`src/rtl/core/hnpg_pkg.sv`:
```
package hnpg_pkg;

    localparam int unsigned COORD_W     = 8;
    localparam int unsigned COORD_RANGE = 1 << COORD_W;
    localparam int unsigned WORD_W      = 32;
    localparam int unsigned CHAN_W      = 8;

    localparam int unsigned TEXTURE_SIZE_DEFAULT = 256;

    // Coordinate spreading multipliers and the two lowbias32 mixing constants.
    localparam logic [WORD_W-1:0] MUL_X = 32'd374761393;
    localparam logic [WORD_W-1:0] MUL_Y = 32'd668265263;
    localparam logic [WORD_W-1:0] MIX_A = 32'h7feb352d;
    localparam logic [WORD_W-1:0] MIX_B = 32'h846ca68b;

    localparam logic [CHAN_W-1:0] ALPHA_OPAQUE = 8'hFF;

    // Pipeline depth of the base stage and of one mixing lane.
    localparam int unsigned BASE_LATENCY = 2;
    localparam int unsigned MIX_LATENCY  = 3;

    typedef logic [COORD_W-1:0] wrap_lut_t [COORD_RANGE];

    // Builds the coordinate wrap table with a running counter, so no
    // division is needed even for texture sizes that are not a power of two.
    function automatic wrap_lut_t build_wrap_lut(input int unsigned size);
        wrap_lut_t   lut;
        int unsigned r;
        r = 0;
        for (int unsigned i = 0; i < COORD_RANGE; i++)
        begin
            lut[i] = COORD_W'(r);
            r = r + 1;
            if (r >= size)
            begin
                r = 0;
            end
        end
        return lut;
    endfunction

endpackage

```
`src/rtl/core/hnpg_base.sv`:
```
module hnpg_base #(
    parameter int unsigned TEXTURE_SIZE = hnpg_pkg::TEXTURE_SIZE_DEFAULT
) (
    input  logic                            clk,
    input  logic                            rst_n,
    input  logic                            in_valid,
    input  logic [hnpg_pkg::COORD_W-1:0]    coord_x,
    input  logic [hnpg_pkg::COORD_W-1:0]    coord_y,
    input  logic [hnpg_pkg::WORD_W-1:0]     noise_seed,
    output logic                            out_valid,
    output logic [hnpg_pkg::WORD_W-1:0]     base
);

    localparam hnpg_pkg::wrap_lut_t WRAP_LUT = hnpg_pkg::build_wrap_lut(TEXTURE_SIZE);

    logic [hnpg_pkg::COORD_W-1:0] x_wrapped;
    logic [hnpg_pkg::COORD_W-1:0] y_wrapped;

    logic                         valid_a_reg;
    logic [hnpg_pkg::WORD_W-1:0]  prod_x_reg;
    logic [hnpg_pkg::WORD_W-1:0]  prod_x_next;
    logic [hnpg_pkg::WORD_W-1:0]  prod_y_reg;
    logic [hnpg_pkg::WORD_W-1:0]  prod_y_next;

    logic                         valid_b_reg;
    logic [hnpg_pkg::WORD_W-1:0]  base_reg;
    logic [hnpg_pkg::WORD_W-1:0]  base_next;

    // Stage A: wrap the coordinates into the texture and spread them.
    assign x_wrapped   = WRAP_LUT[coord_x];
    assign y_wrapped   = WRAP_LUT[coord_y];
    assign prod_x_next = hnpg_pkg::WORD_W'(hnpg_pkg::WORD_W'(x_wrapped) * hnpg_pkg::MUL_X);
    assign prod_y_next = hnpg_pkg::WORD_W'(hnpg_pkg::WORD_W'(y_wrapped) * hnpg_pkg::MUL_Y);

    // Stage B: fold in the seed.
    assign base_next = noise_seed ^ prod_x_reg ^ prod_y_reg;

    always_ff @(posedge clk or negedge rst_n)
    begin
        if (!rst_n)
        begin
            valid_a_reg <= 1'b0;
            valid_b_reg <= 1'b0;
        end
        else
        begin
            valid_a_reg <= in_valid;
            valid_b_reg <= valid_a_reg;
        end
    end

    always_ff @(posedge clk)
    begin
        prod_x_reg <= prod_x_next;
        prod_y_reg <= prod_y_next;
        base_reg   <= base_next;
    end

    assign out_valid = valid_b_reg;
    assign base      = base_reg;

endmodule

```
`src/rtl/core/hnpg_mix.sv`:
```
module hnpg_mix (
    input  logic                            clk,
    input  logic [hnpg_pkg::WORD_W-1:0]     value_in,
    output logic [hnpg_pkg::CHAN_W-1:0]     chan_out
);

    logic [hnpg_pkg::WORD_W-1:0] shift_reg;
    logic [hnpg_pkg::WORD_W-1:0] shift_next;
    logic [hnpg_pkg::WORD_W-1:0] mul_a_reg;
    logic [hnpg_pkg::WORD_W-1:0] mul_a_next;
    logic [hnpg_pkg::WORD_W-1:0] mul_b_reg;
    logic [hnpg_pkg::WORD_W-1:0] mul_b_next;

    assign shift_next = value_in ^ (value_in >> 16);
    assign mul_a_next = hnpg_pkg::WORD_W'(shift_reg * hnpg_pkg::MIX_A);
    assign mul_b_next = hnpg_pkg::WORD_W'((mul_a_reg ^ (mul_a_reg >> 15)) * hnpg_pkg::MIX_B);

    always_ff @(posedge clk)
    begin
        shift_reg <= shift_next;
        mul_a_reg <= mul_a_next;
        mul_b_reg <= mul_b_next;
    end

    // Only the low byte of the final xor-shift is kept.
    assign chan_out = mul_b_reg[7:0] ^ mul_b_reg[23:16];

endmodule

```
`src/rtl/core/hash_noise_pixel_generator_core.sv`:
```
// Hash noise pixel generator.
// An item is a pixel coordinate pair (coord_x, coord_y). It is accepted at a rising
// clock edge where start is high and busy is low; busy is always low, so the block
// takes one item in every cycle. Each item yields one packed RGBA word on
// pixel_word, marked by pixel_valid for exactly one cycle. The red, green and
// blue bytes come from a lowbias32-style hash of base, base+1 and base+2, where
// base is the seed XOR the two spread coordinates; alpha is always 0xFF.
// Throughput is one item per cycle, set by a fully pipelined datapath: two base
// stages (coordinate multiply, seed fold), three stages in each of three parallel
// mixing lanes (one 32x32 multiply per stage at most) and the output register.
// The receiver cannot stall; results are presented once and never held. Reset
// clears all valid bits and sets the seed to zero. The seed is written through
// cfg_write_en and cfg_write_data; the user must write it only while no items
// are in flight, which the block itself leaves unchecked.
module hash_noise_pixel_generator_core #(
    parameter int unsigned TEXTURE_SIZE = hnpg_pkg::TEXTURE_SIZE_DEFAULT
) (
    input  logic                            clk,
    input  logic                            rst_n,
    input  logic                            cfg_write_en,
    input  logic [hnpg_pkg::WORD_W-1:0]     cfg_write_data,
    input  logic                            start,
    output logic                            busy,
    input  logic [hnpg_pkg::COORD_W-1:0]    coord_x,
    input  logic [hnpg_pkg::COORD_W-1:0]    coord_y,
    output logic                            pixel_valid,
    output logic [hnpg_pkg::WORD_W-1:0]     pixel_word
);

    localparam int unsigned TOTAL_LATENCY =
        hnpg_pkg::BASE_LATENCY + hnpg_pkg::MIX_LATENCY + 1;

    logic [hnpg_pkg::WORD_W-1:0]        noise_seed_reg;
    logic                               accept;

    logic                               base_valid;
    logic [hnpg_pkg::WORD_W-1:0]        base;
    logic [hnpg_pkg::WORD_W-1:0]        base_plus_one;
    logic [hnpg_pkg::WORD_W-1:0]        base_plus_two;

    logic [hnpg_pkg::CHAN_W-1:0]        red;
    logic [hnpg_pkg::CHAN_W-1:0]        green;
    logic [hnpg_pkg::CHAN_W-1:0]        blue;

    logic [hnpg_pkg::MIX_LATENCY-1:0]   mix_valid_reg;
    logic [hnpg_pkg::MIX_LATENCY-1:0]   mix_valid_next;
    logic                               pixel_valid_reg;
    logic [hnpg_pkg::WORD_W-1:0]        pixel_word_reg;
    logic [hnpg_pkg::WORD_W-1:0]        pixel_word_next;

    // The pipeline never stalls, so the block is always ready for a new item.
    assign busy   = 1'b0;
    assign accept = start && !busy;

    // The user must write the seed only while the pipe is empty; nothing checks it.
    always_ff @(posedge clk or negedge rst_n)
    begin
        if (!rst_n)
        begin
            noise_seed_reg <= '0;
        end
        else if (cfg_write_en)
        begin
            noise_seed_reg <= cfg_write_data;
        end
    end

    hnpg_base #(
        .TEXTURE_SIZE (TEXTURE_SIZE)
    ) u_base (
        .clk        (clk),
        .rst_n      (rst_n),
        .in_valid   (accept),
        .coord_x    (coord_x),
        .coord_y    (coord_y),
        .noise_seed (noise_seed_reg),
        .out_valid  (base_valid),
        .base       (base)
    );

    // The three channels hash neighboring base words in parallel lanes.
    assign base_plus_one = base + hnpg_pkg::WORD_W'(1);
    assign base_plus_two = base + hnpg_pkg::WORD_W'(2);

    hnpg_mix u_mix_red (
        .clk      (clk),
        .value_in (base),
        .chan_out (red)
    );

    hnpg_mix u_mix_green (
        .clk      (clk),
        .value_in (base_plus_one),
        .chan_out (green)
    );

    hnpg_mix u_mix_blue (
        .clk      (clk),
        .value_in (base_plus_two),
        .chan_out (blue)
    );

    // Valid bits follow the data through the mixing lanes.
    assign mix_valid_next  = {mix_valid_reg[hnpg_pkg::MIX_LATENCY-2:0], base_valid};
    assign pixel_word_next = {hnpg_pkg::ALPHA_OPAQUE, blue, green, red};

    always_ff @(posedge clk or negedge rst_n)
    begin
        if (!rst_n)
        begin
            mix_valid_reg   <= '0;
            pixel_valid_reg <= 1'b0;
        end
        else
        begin
            mix_valid_reg   <= mix_valid_next;
            pixel_valid_reg <= mix_valid_reg[hnpg_pkg::MIX_LATENCY-1];
        end
    end

    always_ff @(posedge clk)
    begin
        pixel_word_reg <= pixel_word_next;
    end

    assign pixel_valid = pixel_valid_reg;
    assign pixel_word  = pixel_word_reg;

    // Every accepted item comes out exactly after the pipeline latency.
    assert property (@(posedge clk) disable iff (!rst_n)
        accept |-> ##TOTAL_LATENCY pixel_valid)
    else $error("accepted item did not appear after the pipeline latency");

    // No result appears without an item accepted one latency earlier.
    assert property (@(posedge clk) disable iff (!rst_n)
        !accept |-> ##TOTAL_LATENCY !pixel_valid)
    else $error("result appeared without a matching accepted item");

    // A delivered pixel is always opaque.
    assert property (@(posedge clk) disable iff (!rst_n)
        pixel_valid |-> pixel_word[31:24] == hnpg_pkg::ALPHA_OPAQUE)
    else $error("delivered pixel has a wrong alpha byte");

endmodule
```
`config.mk`:
```
export PLATFORM = sky130hd
export DESIGN_NAME = hash_noise_pixel_generator_core
export DESIGN_NICKNAME = d
export VERILOG_FILES = /design/src/rtl/core/hnpg_pkg.sv /design/src/rtl/core/hnpg_base.sv /design/src/rtl/core/hnpg_mix.sv /design/src/rtl/core/hash_noise_pixel_generator_core.sv
export SDC_FILE = /design/constraint.sdc
export NUM_CORES = 2
export LEC_CHECK = 0
export BUFFER_PORTS_ARGS = -buffer_cell sky130_fd_sc_hd__buf_2
export CAP_MARGIN = 20
export CORE_MARGIN = 2
export CORE_UTILIZATION = 25
export DETAILED_ROUTE_END_ITERATION = 7
export GPL_TIMING_DRIVEN = 0
export PLACE_DENSITY = 0.38
export SLEW_MARGIN = 20
export SYNTH_ARGS = -nofsm -noshare
export SYNTH_HDL_FRONTEND = slang
export SYNTH_SLANG_ARGS = --single-unit
export TNS_END_PERCENT = 100
```
`constraint.sdc`:
```
create_clock -name clk -period 6.9 [get_ports clk]
set_input_delay 0.345 -clock clk [delete_from_list [all_inputs] [get_ports clk]]
set_output_delay 0.345 -clock clk [all_outputs]
set_load 0.05 [all_outputs]
```
Yosys cells after proc, flatten, opt, wreduce, memory -nomap -nowiden
Memory sizes are Yosys's and may differ from the RTL's.
Index checks and enable logic that the tools add are counted.
{ "totals": {"register_bits": 422, "rom_bits": 4096, "input_bits": 52, "out_inout_bits": 34, "wordCells": 49, "n_memories": 2} }
{ "op_classes": {"addsub": 2, "multipliers": 8, "order_cmp": 2, "mux": 4, "bitwise_logic": 13} }
{ "mem_list": {"columns": ["name", "words", "word_bits", "read_ports", "rd_clocked_by_memory_dff", "write_ports", "line", "rtl"], "rows": [
  ["(name not given)", 256, 8, 1, 0, 0, "hnpg_base.sv:30", "assign x_wrapped = WRAP_LUT[coord_x];"],
  ["(name not given)", 256, 8, 1, 0, 0, "hnpg_base.sv:31", "assign y_wrapped = WRAP_LUT[coord_y];"]
]} }
{ "ops": {"columns": ["operator", "n"], "rows": [
  ["multiplier 32 x 31 -> 32 bit, second input constant", 3],
  ["multiplier 32 x 32 -> 24 bit, second input constant", 3],
  ["bitwise XOR 32 x 16 -> 32 bit", 3],
  ["bitwise XOR 32 x 17 -> 32 bit", 3],
  ["bitwise XOR 32 bit", 2],
  ["adder 32 x 1 -> 32 bit, second input constant", 1],
  ["adder 32 x 2 -> 32 bit, second input constant", 1],
  ["multiplier 8 x 29 -> 32 bit, second input constant", 1],
  ["multiplier 8 x 30 -> 32 bit, second input constant", 1],
  ["2-to-1 mux 8 bit", 4],
  ["bitwise XOR 8 bit", 3],
  ["greater-or-equal comparator 9 bit, second input constant", 2],
  ["NOT 8 -> 9 bit", 2]
]} }

Longest topological paths before layout
{ "logic_depth": {"ltp_word": 5, "ltp_mapped": 25, "ltp_nobuf": 25} }

By module
A second synthesis with hierarchy kept.
{ "hier_totals": {"cells_unflattened": 5754, "area_unflattened_um2": 59087.9} }
{ "modules_own_cells": {"columns": ["mod", "n_inst", "cells_per_inst", "area_each_um2", "seq_area_each_um2"], "rows": [
  ["hnpg_mix (u_mix_blue)", 1, 1601, 15961.6, 1601.5],
  ["hnpg_mix (u_mix_red)", 1, 1463, 15338.5, 1601.5],
  ["hnpg_mix (u_mix_green)", 1, 1464, 15337.2, 1601.5],
  ["hnpg_base", 1, 945, 9387.8, 1971.9],
  ["hash_noise_pixel_generator_core", 1, 281, 3062.9, 1381.3]
]} }

Least setup slack after synthesis
OpenSTA, ideal clock, no wires.
{ "synth_path": {"path_kind": "flip-flop to flip-flop", "start": "register u_mix_green.shift_reg[4] (netlist bit)", "end": "register u_mix_green.mul_a_reg[31] (netlist bit)", "setup_ns": 0.072, "t_arrival_ns": 6.135, "required_time_ns": 6.828, "path_slack_ns": 0.693, "stages_incl_launch_ff": 25, "n_path_buf": 1, "period_less_slack_ns": 6.207, "cell_sequence": "dfxtp_1 -> ha_1 -> inv_1 -> fa_1 -> inv_1 -> ha_1 -> inv_1 -> fa_1 -> inv_1 -> fa_1 -> inv_1 -> fa_1 -> inv_1 -> fa_1 -> fa_1 -> ha_1 -> clkbuf_1 -> and2_0 -> a311oi_1 -> o211a_1 -> nor3_1 -> o41a_1 -> a2111o_1 -> o21ai_2 -> xnor2_1"} }
{ "synth_between": {"elab_chain_cells": 1} }
{ "synth_rtl": {"columns": ["item", "line", "rtl"], "rows": [
  ["start, declared", "hnpg_mix.sv:7", "logic [hnpg_pkg::WORD_W-1:0] shift_reg;"],
  ["start signal, assigned", "hnpg_mix.sv:20", "shift_reg <= shift_next;"],
  ["multiplier 32 x 31 -> 32 bit", "hnpg_mix.sv:15", "assign mul_a_next = hnpg_pkg::WORD_W'(shift_reg * hnpg_pkg::MIX_A);"],
  ["named net u_mix_green.mul_a_next, one bit", "hnpg_mix.sv:10", "logic [hnpg_pkg::WORD_W-1:0] mul_a_next;"],
  ["end signal, assigned", "hnpg_mix.sv:21", "mul_a_reg <= mul_a_next;"],
  ["end, declared", "hnpg_mix.sv:9", "logic [hnpg_pkg::WORD_W-1:0] mul_a_reg;"]
]} }
The timed path passes the listed nets, and every way through them passes these cells.
A chain may end at the register's enable or synchronous reset.

Worst setup path in the final report
{ "layout_path": {"start": "register u_mix_red.shift_reg[13] (netlist bit)", "end": "register u_mix_red.mul_a_reg[31] (netlist bit)"} }
{ "layout_between": {"elab_chain_cells": 1} }
{ "layout_rtl": {"columns": ["item", "line"], "rows": [
  ["start, declared", "hnpg_mix.sv:7"],
  ["start signal, assigned", "hnpg_mix.sv:20"],
  ["multiplier 32 x 31 -> 32 bit", "hnpg_mix.sv:15"],
  ["named net u_mix_red.mul_a_next, one bit", "hnpg_mix.sv:10"],
  ["end signal, assigned", "hnpg_mix.sv:21"],
  ["end, declared", "hnpg_mix.sv:9"]
]} }
The timed path passes the listed nets, and every way through them passes these cells.

==> impl_metrics.toml <==
[logic_synthesis]
yosysSeqAreaShare_pct = 14.0
synth.top_cell.area_share_pct = 33.2
synth_top_cell_by_area = "fa_1"
synth_area_leaders = "fa_1 33%, ha_1 24%, dfxtp_1 12%"
synthArstFlopShare_pct = 9.55
yosys-top-cells-count = "1609 x inv_1, 1107 x ha_1, 966 x fa_1, 369 x xnor2_1, 360 x dfxtp_1"
yosysWarningCount = 0
yosys_register_bits = 398
synthFlopType = "dfxtp_1"
syn_area_um2 = 58200
yosys.cell_count.top_type = "inv_1"
synth_cell_types = 77
synth_edf_count = 0
avgSynthCellArea_um2 = 10.4
netlist_instances = 5621

[detailed_routing]
wl_mm = 156
drt-initial-drc-count = 1294
first_pass_iters = 7
routed-via-count = 35900
drc = 0
antenna_left = 0
wl_per_cell_um = 17.5
vias_per_cell = 4.05

[status]
outcome = "complete, no violations"

[final_layout]
area_growth_pct = 11.3
nets = 7924
fill_cells = 24700
finalCoreUtilization_pct = 27.9
drive_gt1_share_pct = 4.90
final_cells = 8882

[setup_path]
cp_num_buf_inv = 6
end_kind = "flop"
rr_worst_depth = 21
crit_type = "flop to flop"
path_cells = "ha_1 -> fa_1 -> inv_1 -> fa_1 -> inv_1 -> fa_1 -> inv_1 -> fa_1 -> inv_1 -> fa_1 -> inv_1 -> fa_1 -> inv_1 -> ha_1 -> and4_1 -> nand4_1 -> o31ai_1 -> nand3_1 -> a21oi_1 -> a31oi_1 -> xnor2_1"
reg2reg_slack_ns = 0.27
critical-path-top-delay-family = "adder cells"
cp-start-kind = "flop"
crit_slowest_cell = "fa_1"
cpPeakStageDelay_ns = 0.53
cp_max_fo = 8
critPathArrivalTime_ns = 7.21
r2r-end = "u_mix_red.mul_a_reg[31]$_DFF_P_"
worstReg2RegStart = "u_mix_red.shift_reg[13]$_DFF_P_"
crit_required_ns = 7.48

[placed_design]
gp_congestion = 0.830
io_buffer_count = 75
place.detailed.hpwl_mm = 137
dp.cells = 8747

[floorplanning]
rows = 177
num_io_pins = 86
die_area_um2 = 237000
fp.dieH_um = 486
coreArea_um2 = 232000
die_w_um = 486
initial_core_util_pct = 25.1

[hold_path]
hold_depth = 2
hold_class = "input pin to flop"
hold_end = "noise_seed_reg[0]$_DFFE_PN0P_"
hp-start = "cfg_write_en"

[cts]
cts-root-buf = "clkbuf_16"
cts_inserted_buffers = 50
clock_latency_ns = 0.68
cts_buffer_depth = 3
h-tree-depth = 2
clk_transition_reported_paths_ns = 0.06
cts_tree = "yes"
cts_sinks = 398

[grt]
track_usage_pct = 13.5
globalRoute.totalOverflow = 0
grt_pass1_wl_mm = 243
grt_pass1_vias = 40500
grt_max_degree = 39
antenna_found_initial = 2

[sta]
maxSlewHeadroom_pct = 28.6
fin_crit_sh_pct = 96.0
max_freq_mhz = 151
min_period_ns = 6.63
worst_slew_pin_slew_ns = 1.07
finalSetupTns_ns = 0
skew_ns = 0.0456
report.final.slew_viol_count = 0
whs_ns = 0.119
hold_viol = 0
finalSetupViolCount = 0

[flow_run]
maxCapViolCount = 0
[cells in the final DEF, fill, tap and decap left out, types with 20 or more instances in the layout]
master,netlist,layout
a21oi_1,122,122
xnor2_1,369,369
nor2b_1,22,22
ha_1,1107,1107
nand4_1,27,27
o21ai_0,68,68
a21o_1,75,75
a211oi_1,21,21
o21a_1,23,23
fa_1,966,966
o21bai_1,20,20
dfxtp_1,360,325
xor2_1,196,181
nor3_1,45,45
nand2b_1,26,26
mux2_2,33,33
nand3_1,29,29
dlygate4sd3_1,0,39
dfxtp_2,0,27
inv_1,1609,1609
clkbuf_16,0,50
buf_2,2,77
dfrtp_1,38,38
nand2_1,107,107
nor2_1,121,121
[metal layers]
metal / vias to the layer above / GRT usage (%) / part of all wire [%]
li1: 17600 / - / -
met1: 17800 / 19.1 / 49
met2: 373 / 22.3 / 46
met3: 109 / 1.42 / 2.4
met4: 0 / 2.58 / 1.8
met5: - / 0 / 0
[kinds of logic (layout without fill, tap and decap cells)]
logic type / Yosys count / after routing / synth area share, %
adder cells (fa/ha/maj): 2073 / 2073 / 57.0
buffers and inverters: 1639 / 1849 / 10.6
XOR/XNOR: 568 / 568 / 8.62
AND/OR/NAND/NOR: 462 / 462 / 3.88
AO/OA/AOI/OAI: 443 / 443 / 5.10
flip-flops: 398 / 398 / 14.0
multiplexers: 36 / 36 / 0.690
other: 2 / 10 / 0.0129
[how the worst max path moves through the flow]
| stage | start | endpoint | slack (ns) | cells after the start |
|---|---|---|---|---|
| floorplan | u_mix_green.shift_reg[4]$_DFF_P_ | u_mix_green.mul_a_reg[31]$_DFF_P_ | 0.69 | 24 |
| global placement | u_mix_green.shift_reg[4]$_DFF_P_ | u_mix_green.mul_a_reg[31]$_DFF_P_ | -0.35 | 24 |
| detailed placement | u_mix_green.shift_reg[4]$_DFF_P_ | u_mix_green.mul_a_reg[31]$_DFF_P_ | -0.32 | 24 |
| CTS | u_mix_green.shift_reg[1]$_DFF_P_ | u_mix_green.mul_a_reg[31]$_DFF_P_ | 0.002 | 24 |
| global route | u_mix_red.shift_reg[7]$_DFF_P_ | u_mix_red.mul_a_reg[31]$_DFF_P_ | -0.01 | 22 |
| finish | u_mix_red.shift_reg[13]$_DFF_P_ | u_mix_red.mul_a_reg[31]$_DFF_P_ | 0.27 | 21 |
[layout make-up]
type                            count  area, um2  area share [%]
Tap cell                         3043       3810            5.88
Clock inverter                     31        325           0.502
Clock buffer                       60       1370            2.11
Sequential cell                   398       8220            12.7
Buffer                             30        149           0.230
Multi-Input combinational cell   3591      44000            68.0
Timing Repair Buffer              119        807            1.25
Inverter                         1609       6040            9.33
Antenna cell                        1       2.50         0.00386
[timing repair]
| item | 4_1_cts | 5_1_grt |
|---|---|---|
| resized for setup | 13 | 40 |
| setup endpoints to repair | 3 | 13 |
| buffers inserted | 0 | 4 |
| hold buffers | 39 | 0 |
| pin swaps | 0 | 0 |
| hold endpoints to repair | 76 | 0 |
[through the flow]
step | instance area, um2 | worst slack, ns
6_report | 64800 | 0.273
5_1_grt | 64800 | -0.0145
4_1_cts | 64600 | 0.00191
3_5_place_dp | 62500 | -0.319
3_3_place_gp | 62400 | -0.353
2_1_floorplan | 58200 | 0.693
Power is left out: the tool's default activity adds up to more than one toggle a clock period on the data nets, which glitch-free logic cannot reach.
